`config.mk`:
```
export PLATFORM = sky130hd
export DESIGN_NAME = trimmed_mean_drop_min_max
export DESIGN_NICKNAME = d
export VERILOG_FILES = /design/src/design/tmdmm_pkg.sv /design/src/design/tmdmm_accum.sv /design/src/design/tmdmm_div.sv /design/src/design/trimmed_mean_drop_min_max.sv
export SDC_FILE = /design/constraint.sdc
export NUM_CORES = 1
export LEC_CHECK = 0
export ABC_AREA = 1
export ABC_CLOCK_PERIOD_IN_PS = 3500
export BUFFER_PORTS_ARGS = -buffer_cell sky130_fd_sc_hd__buf_2
export CAP_MARGIN = 15
export CORE_MARGIN = 10
export CORE_UTILIZATION = 35
export CTS_CLUSTER_DIAMETER = 40
export DETAILED_ROUTE_END_ITERATION = 16
export PLACE_DENSITY = 0.48
export SYNTH_ARGS = -nofsm -noshare
export SYNTH_HDL_FRONTEND = slang
export SYNTH_SLANG_ARGS = --single-unit
```
`constraint.sdc`:
```
create_clock -name clock -period 3.5 [get_ports clock]
set_clock_uncertainty 0.05 [all_clocks]
set_input_delay 0.7 -clock clock [delete_from_list [all_inputs] [get_ports clock]]
set_output_delay 0.7 -clock clock [all_outputs]
set_load 0.005 [all_outputs]
```
`src/design/tmdmm_pkg.sv`:
```
// Package for the trimmed-mean block: sizing constants, state codes and the
// structs passed between the accumulator, the divider and the top level.
// No dependencies.
package tmdmm_pkg;

   // Block configuration.
   localparam int MAX_ITEMS   = 128;
   localparam int SAMPLE_BITS = 20;
   localparam int FRAC_BITS   = 8;

   // Fixed field widths on the ports.
   localparam int SAMPLE_FIELD_W = 20;
   localparam int MEAN_W         = 28;
   localparam int REQ_DATA_W     = ((SAMPLE_FIELD_W + 7) / 8) * 8;
   localparam int RSP_DATA_W     = ((MEAN_W + 7) / 8) * 8;
   localparam int RSP_USER_W     = 2;
   localparam int USER_SHORT_BIT = 0;
   localparam int USER_LONG_BIT  = 1;

   // Derived internal widths.
   localparam int CNT_W  = $clog2(MAX_ITEMS + 1);
   localparam int SUM_W  = SAMPLE_BITS + CNT_W;
   localparam int DVD_W  = SUM_W + FRAC_BITS;
   localparam int STEP_W = $clog2(DVD_W);

   // The minimum and the maximum are dropped, so three samples are needed.
   localparam int TRIM_COUNT = 2;
   localparam int MIN_LIST   = 3;

   typedef logic [SAMPLE_BITS-1:0] sample_type;

   typedef struct packed {
      sample_type         min_val;
      sample_type         max_val;
      logic [SUM_W-1:0]   sum;
      logic [CNT_W-1:0]   count;
      logic               overflowed;
   } acc_type;

   typedef struct packed {
      logic               start;
      logic [DVD_W-1:0]   dividend;
      logic [CNT_W-1:0]   divisor;
   } div_req_type;

   typedef struct packed {
      logic               busy;
      logic               done;
      logic [DVD_W-1:0]   quotient;
   } div_rsp_type;

   typedef enum logic [3:0] {
      ST_ACCUM = 4'b0001,
      ST_PREP  = 4'b0010,
      ST_DIV   = 4'b0100,
      ST_DONE  = 4'b1000
   } state_type;

endpackage

```
`src/design/tmdmm_accum.sv`:
```
// Running minimum, maximum, sum and saturating count of one sample list.
// Depends on tmdmm_pkg.
module tmdmm_accum
   import tmdmm_pkg::*;
(
   input  logic       clock,
   input  logic       reset,
   input  logic       take,
   input  logic       clear,
   input  sample_type sample,
   output acc_type    acc
);

   acc_type acc_ff;
   acc_type acc_in;

   always_comb begin
      acc_in = acc_ff;
      if (clear) begin
         acc_in = '0;
      end else if (take) begin
         if (acc_ff.count == CNT_W'(MAX_ITEMS)) begin
            // A full list ignores further samples and only remembers that
            // it overran.
            acc_in.overflowed = 1'b1;
         end else begin
            if (acc_ff.count == '0) begin
               acc_in.min_val = sample;
               acc_in.max_val = sample;
            end else begin
               if (sample > acc_ff.max_val) acc_in.max_val = sample;
               if (sample < acc_ff.min_val) acc_in.min_val = sample;
            end
            acc_in.sum   = acc_ff.sum + SUM_W'(sample);
            acc_in.count = acc_ff.count + CNT_W'(1);
         end
      end
   end

   always_ff @(posedge clock) begin
      if (reset) begin
         acc_ff <= '0;
      end else begin
         acc_ff <= acc_in;
      end
   end

   assign acc = acc_ff;

endmodule

```
`src/design/tmdmm_div.sv`:
```
// Shared restoring divider, one quotient bit per cycle.
// Depends on tmdmm_pkg.
module tmdmm_div
   import tmdmm_pkg::*;
(
   input  logic        clock,
   input  logic        reset,
   input  div_req_type div_req,
   output div_rsp_type div_rsp
);

   logic              busy_ff, busy_in;
   logic              done_ff, done_in;
   logic [STEP_W-1:0] step_ff, step_in;
   logic [CNT_W-1:0]  rem_ff, rem_in;
   logic [DVD_W-1:0]  quo_ff, quo_in;
   logic [CNT_W-1:0]  divisor_ff, divisor_in;

   logic [CNT_W:0]    shifted;
   logic [CNT_W:0]    diff;
   logic              fits;

   // The remainder stays below the divisor, so the shifted value fits in
   // one extra bit and one subtraction decides the quotient bit.
   assign shifted = {rem_ff, quo_ff[DVD_W-1]};
   assign diff    = shifted - {1'b0, divisor_ff};
   assign fits    = (shifted >= {1'b0, divisor_ff});

   always_comb begin
      busy_in    = busy_ff;
      done_in    = 1'b0;
      step_in    = step_ff;
      rem_in     = rem_ff;
      quo_in     = quo_ff;
      divisor_in = divisor_ff;
      if (div_req.start) begin
         busy_in    = 1'b1;
         step_in    = '0;
         rem_in     = '0;
         quo_in     = div_req.dividend;
         divisor_in = div_req.divisor;
      end else if (busy_ff) begin
         rem_in  = fits ? diff[CNT_W-1:0] : shifted[CNT_W-1:0];
         quo_in  = {quo_ff[DVD_W-2:0], fits};
         step_in = step_ff + STEP_W'(1);
         if (step_ff == STEP_W'(DVD_W - 1)) begin
            busy_in = 1'b0;
            done_in = 1'b1;
         end
      end
   end

   always_ff @(posedge clock) begin
      if (reset) begin
         busy_ff <= 1'b0;
         done_ff <= 1'b0;
         step_ff <= '0;
      end else begin
         busy_ff <= busy_in;
         done_ff <= done_in;
         step_ff <= step_in;
      end
   end

   always_ff @(posedge clock) begin
      rem_ff     <= rem_in;
      quo_ff     <= quo_in;
      divisor_ff <= divisor_in;
   end

   assign div_rsp.busy     = busy_ff;
   assign div_rsp.done     = done_ff;
   assign div_rsp.quotient = quo_ff;

endmodule

```
`src/design/trimmed_mean_drop_min_max.sv`:
```
// Top level of the trimmed-mean block: sequencer, output register and the
// accumulator and divider instances. Depends on tmdmm_pkg, tmdmm_accum and tmdmm_div.
//
// Usage. Samples arrive on the req_ stream, one per transfer, with req_tlast
// marking the final sample of a list. While a list runs the block takes one
// sample every cycle and keeps the minimum, maximum, sum and count. After the
// final sample it emits one rsp_ transfer: the mean of the list with one copy
// of the minimum and one of the maximum removed, in unsigned fixed point with
// FRAC_BITS fraction bits, truncated toward zero.
// Lists of fewer than three samples raise too_short and lists of more than
// MAX_ITEMS samples raise too_long; both return a zero mean.
// After the final sample the sequencer passes through a preparation state,
// the divide state, in which the shared bit-serial divider works through the
// quotient bits, and a hand-off state before the result is offered;
// req_tready is low throughout, so the next list waits. Flagged lists skip
// the divider and go from preparation straight to hand-off.
// Reset clears the running state, the sequencer and the output valid flag.
// When the receiver stalls, a held result does not block new samples of the
// next list. The final sample of that list is still taken, but its result then
// waits, with req_tready low, until the held result has been transferred.
module trimmed_mean_drop_min_max
   import tmdmm_pkg::*;
(
   input  logic                  clock,
   input  logic                  reset,
   input  logic                  req_tvalid,
   output logic                  req_tready,
   input  logic [REQ_DATA_W-1:0] req_tdata,  // [19:0] sample, rest zero
   input  logic                  req_tlast,  // last_item
   output logic                  rsp_tvalid,
   input  logic                  rsp_tready,
   output logic [RSP_DATA_W-1:0] rsp_tdata,  // [27:0] mean_q8, rest zero
   output logic [RSP_USER_W-1:0] rsp_tuser   // [0] too_short, [1] too_long
);

   state_type   state_ff, state_in;
   acc_type     acc;
   div_req_type div_req;
   div_rsp_type div_rsp;

   logic        req_xfer;
   logic        acc_clear;
   sample_type  sample;

   logic        short_ff, short_in;
   logic        long_ff, long_in;

   logic              rsp_valid_ff, rsp_valid_in;
   logic [MEAN_W-1:0] rsp_mean_ff, rsp_mean_in;
   logic              rsp_short_ff, rsp_short_in;
   logic              rsp_long_ff, rsp_long_in;
   logic              rsp_load;

   logic [SUM_W-1:0]  kept;

   // Samples are only taken in the accumulate state.
   assign req_tready = (state_ff == ST_ACCUM);
   assign req_xfer   = req_tvalid && req_tready;
   assign sample     = SAMPLE_BITS'(req_tdata[SAMPLE_FIELD_W-1:0]);
   assign acc_clear  = (state_ff == ST_PREP);

   tmdmm_accum u_accum (
      .clock  (clock),
      .reset  (reset),
      .take   (req_xfer),
      .clear  (acc_clear),
      .sample (sample),
      .acc    (acc)
   );

   // The dropped minimum and maximum are both part of the sum, so this never
   // goes negative on a list of three or more samples.
   assign kept = acc.sum - SUM_W'(acc.min_val) - SUM_W'(acc.max_val);

   always_comb begin
      div_req.start    = 1'b0;
      div_req.dividend = DVD_W'(kept) << FRAC_BITS;
      div_req.divisor  = acc.count - CNT_W'(TRIM_COUNT);
      state_in         = state_ff;
      short_in         = short_ff;
      long_in          = long_ff;
      rsp_load         = 1'b0;
      case (state_ff)
         ST_ACCUM: begin
            if (req_xfer && req_tlast) state_in = ST_PREP;
         end
         ST_PREP: begin
            // The accumulator now holds the whole list, the final sample
            // included. It clears at the end of this cycle.
            long_in  = acc.overflowed;
            short_in = !acc.overflowed && (acc.count < CNT_W'(MIN_LIST));
            if (acc.overflowed || (acc.count < CNT_W'(MIN_LIST))) begin
               state_in = ST_DONE;
            end else begin
               div_req.start = 1'b1;
               state_in      = ST_DIV;
            end
         end
         ST_DIV: begin
            if (div_rsp.done) state_in = ST_DONE;
         end
         ST_DONE: begin
            if (!rsp_valid_ff || rsp_tready) begin
               rsp_load = 1'b1;
               state_in = ST_ACCUM;
            end
         end
         default: begin
            state_in = ST_ACCUM;
         end
      endcase
   end

   tmdmm_div u_div (
      .clock   (clock),
      .reset   (reset),
      .div_req (div_req),
      .div_rsp (div_rsp)
   );

   // Output register: a new result replaces the old one only once the old
   // one has been transferred.
   always_comb begin
      rsp_valid_in = rsp_valid_ff;
      rsp_mean_in  = rsp_mean_ff;
      rsp_short_in = rsp_short_ff;
      rsp_long_in  = rsp_long_ff;
      if (rsp_valid_ff && rsp_tready) rsp_valid_in = 1'b0;
      if (rsp_load) begin
         rsp_valid_in = 1'b1;
         rsp_short_in = short_ff;
         rsp_long_in  = long_ff;
         rsp_mean_in  = (short_ff || long_ff) ? '0 : MEAN_W'(div_rsp.quotient);
      end
   end

   always_ff @(posedge clock) begin
      if (reset) begin
         state_ff     <= ST_ACCUM;
         rsp_valid_ff <= 1'b0;
      end else begin
         state_ff     <= state_in;
         rsp_valid_ff <= rsp_valid_in;
      end
   end

   always_ff @(posedge clock) begin
      short_ff     <= short_in;
      long_ff      <= long_in;
      rsp_mean_ff  <= rsp_mean_in;
      rsp_short_ff <= rsp_short_in;
      rsp_long_ff  <= rsp_long_in;
   end

   assign rsp_tvalid = rsp_valid_ff;
   assign rsp_tdata  = RSP_DATA_W'(rsp_mean_ff);
   always_comb begin
      rsp_tuser                 = '0;
      rsp_tuser[USER_SHORT_BIT] = rsp_short_ff;
      rsp_tuser[USER_LONG_BIT]  = rsp_long_ff;
   end

   // The divider is never working while samples are being taken.
   a_ready_not_busy: assert property (@(posedge clock) disable iff (reset)
      req_tready |-> !div_rsp.busy)
      else $error("samples accepted while the divider is busy");

   a_start_busy: assert property (@(posedge clock) disable iff (reset)
      div_req.start |=> div_rsp.busy)
      else $error("divider did not start");

   a_done_in_div: assert property (@(posedge clock) disable iff (reset)
      div_rsp.done |-> (state_ff == ST_DIV))
      else $error("divider finished outside the divide state");

   a_result_from_done: assert property (@(posedge clock) disable iff (reset)
      $rose(rsp_tvalid) |-> $past(state_ff == ST_DONE))
      else $error("result offered without a finished list");

endmodule

```
==> results by group <==
Clock tree
  – Cts bufs inserted: 17
  – Clock sinks: roughly 170
  – CTS tree: yes
  – CTS Root Buffer Type: clkbuf_16
  – Post-CTS sizing: 0
  – Post-CTS Setup Bufs: 0
  – Htree depth: 4
  – Clk slew on worst S/H paths: ~0.090 ns
  – Clock Path Buffers: 2
  – Hold_buf cts: 0
  – Clock Latency Late Sink: approximately 0.46 ns

Timing
  – Final worst path period share: 81.5%
  – Setup TNS: 0 ns
  – Actual slew at the worst max-slew pin: between 0.5 and 0.6 ns
  – Maximum clock frequency: ~350 MHz
  – # setup viols final: 0
  – Max-slew violations: 0
  – Max-slew headroom: 61.8%
  – Hold_ws: 0.396 ns
  – Final hold vios: 0
  – Minimum clock period: roughly 2.9 ns
  – RSZ-0062 raised after global routing: false

Worst setup path
  – Crit Path Class: reg2reg
  – Worst-path cell chain: inv_1 > fa_1 > ha_1 > a21oi_1 > nand2_1 > nand2_1 > nand2_1 > nand2_1 > nand2_1 > a21oi_1 > nand2_1 > nand2_1 > o21ai_0
  – Required @ worst endpoint: 3.64 ns
  – Bufs and invs on worst path: 1
  – Critical path data arrival time: approximately 3.0 ns
  – Crit path launch type: register
  – Slowest CP cell: fa_1
  – Critical Path Sink Type: register
  – CP delay by family, top: adder cells
  – Critical path peak fanout: 5
  – CP most frequent cell: nand2_1
  – Max stage delay on crit path: 0.49 ns

Yosys
  – Synth top area share: a little under a fifth
  – Number of flops mapped to enable cells by yosys: 68
  – Most common cell in the netlist: nand2_1
  – Post-synthesis cell count: roughly 1600
  – Predominant post-synthesis flop cell: dfxtp_1
  – Synth Warn #: 0
  – Sequential area share after synthesis: between 30% and 40%
  – Asr flop ratio synth: 0%
  – Synth unique cells: between 40 and 50
  – Syn avg cell area: roughly 7.3 um^2
  – Mapped Area: 11800 um^2
  – #FFs+latches synth: roughly 170
  – Area contributors post-synth: dfxtp_1 (18%), edfxtp_1 (17%), nand2_1 (11%), ha_1 (10%), inv_1 (7.6%)
  – Top cells by count, synth: nand2_1 (349), inv_1 (238), nor2_1 (211), a21oi_1 (149), nand3_1 (110)
  – Dominant cell type by area after synthesis: dfxtp_1

Floorplanning
  – Die area: 41400 um^2
  – Site row count: 67
  – Die X-Extent: between 200 and 250 um
  – Initial core utilization: around a third
  – Num ports: 65
  – Die extent in y: just over 200 um
  – Floorplan core area: 33400 um^2

Job
  – Max Cap Viol: 0

Global routing
  – Number of global-route vias before repair: ~9500
  – GRT Total Usage: 15.2%
  – GRT Residual Overflow: 0
  – First-pass GRT wire length: between 50000 and 60000 um
  – Initial antenna violation count: 0
  – Pin count of the biggest net entering global routing: just over 60

Outcome
  – Status: completed

Drt
  – Initial DRT Pass Iterations: 6
  – Post-detailed-route count of antenna-violating nets: 0
  – Initial DRC count: 547
  – Routed vias: ~10000
  – Vias/cell: between 4 and 5
  – DR WL/cell: about 15 um
  – Post-Route WL: around 31000 um
  – # DRC: 0

Placed design
  – Port bufs: 56
  – Gpl congestion: around 0.85
  – Dpl hpwl: roughly 24000 um

Layout
  – Post-layout nets: 1796
  – Layout area overhead: 10.2%
  – Share of cells above drive strength 1: 7.76%
  – N_diodes: 0

Power and ir drop
  – Pleak: about 6.0 nW
  – PD cells: 641 nW/um^2
  – Worst vdd ir: roughly 0.41 mV

Hold path
  – Hold Path Class: reg2reg
[layout by cell type (no fill, tap or decap), types with 5 or more instances in the layout]
cell / instances
buf_2: 56
a21o_1: 5
nor2_1: 210
fa_1: 22
dfxtp_1: 106
clkbuf_16: 17
xnor2_1: 9
inv_1: 238
a22oi_1: 7
ha_1: 95
nand4_1: 16
a21oi_1: 149
inv_2: 8
nand2_1: 349
nor3_1: 17
nand3_1: 110
buf_4: 7
o21ai_0: 71
nor2_2: 7
xor2_1: 16
inv_8: 5
o22ai_1: 12
o21ai_1: 9
edfxtp_1: 68
[worst register-to-register path: cells and delay by family (launching register included)]
kind / cells / cell delay [ns]
fa+ha+maj: 2 / 0.88
simple gates: 7 / 0.68
compound gates: 3 / 0.54
flops: 1 / 0.34
buf+inv: 1 / 0.09
[final timing paths]
check / start / to / slack (ns) / cells after the start
min reg2reg: long_ff$_DFFE_PN_ / rsp_long_ff$_DFFE_PP_ / 0.40 / 0
max: u_accum.acc[40]$_SDFFE_PP0P_ / u_div.quo_ff[22]$_DFFE_PP_ / 0.65 / 13
min: long_ff$_DFFE_PN_ / rsp_long_ff$_DFFE_PP_ / 0.40 / 0
max reg2reg: u_accum.acc[40]$_SDFFE_PP0P_ / u_div.quo_ff[22]$_DFFE_PP_ / 0.65 / 13
[power breakdown]
group / switching, mW / internal [mW]
Clock: 0.957 / 0.971
Combinational: 2.66 / 1.34
Sequential: 0.129 / 2.27
Total: 3.74 / 4.58
[flip-flops by register name (all words and copies together) (netlist names)]
register and flops:
short_ff 1, u_div.step_ff 6, rsp_tvalid 1, state_ff 4, long_ff 1, u_accum.acc 77, rsp_mean_ff 28, u_div.busy_ff 1
rsp_short_ff 1, rsp_long_ff 1, u_div.quo_ff 36, u_div.rem_ff 8, u_div.divisor_ff 8, u_div.done_ff 1
[logic make-up after synthesis]
family | Yosys count | synth area share [%]
compound gates | 268 | 12.2
xor+xnor | 25 | 1.86
fa+ha+maj | 117 | 13.8
buf+inv | 300 | 10.7
flops | 174 | 35.4
other cells | 1 | 0.0318
simple gates | 731 | 26.0
[per-stage QoR]
stage	utilization [%]	power, mW	worst slack, ns	instance area (um^2)	instances
4_1_cts	38.9	8.39	0.649	13000	2111
2_1_floorplan	-	5.35	0.996	11800	1619
6_report	38.9	8.33	0.648	13000	2111
3_3_place_gp	37.2	6.41	0.687	12400	2079
5_1_grt	38.9	9.09	0.397	13000	2111
3_5_place_dp	37.2	6.42	0.663	12400	2079
[per-layer routing]
metal | share of wire, % | routed length [um] | GRT usage, %
met1 | 52 | 16100 | 22.0
met2 | 43 | 13100 | 22.6
met3 | 3.9 | 1200 | 2.71
met4 | 1.3 | 414 | 4.40
met5 | 0 | 0 | 0
[layout make-up]
cell class / instances / area (um^2)
fillers: 3639 / 20400
clock inverters: 14 / 145
clock buffers: 18 / 439
flip-flops and latches: 174 / 4160
inverters: 247 / 930
repair buffers: 65 / 373
multi-input cells: 1145 / 6370
well taps: 448 / 561
Note: power is estimated with default switching activity, not from simulation.
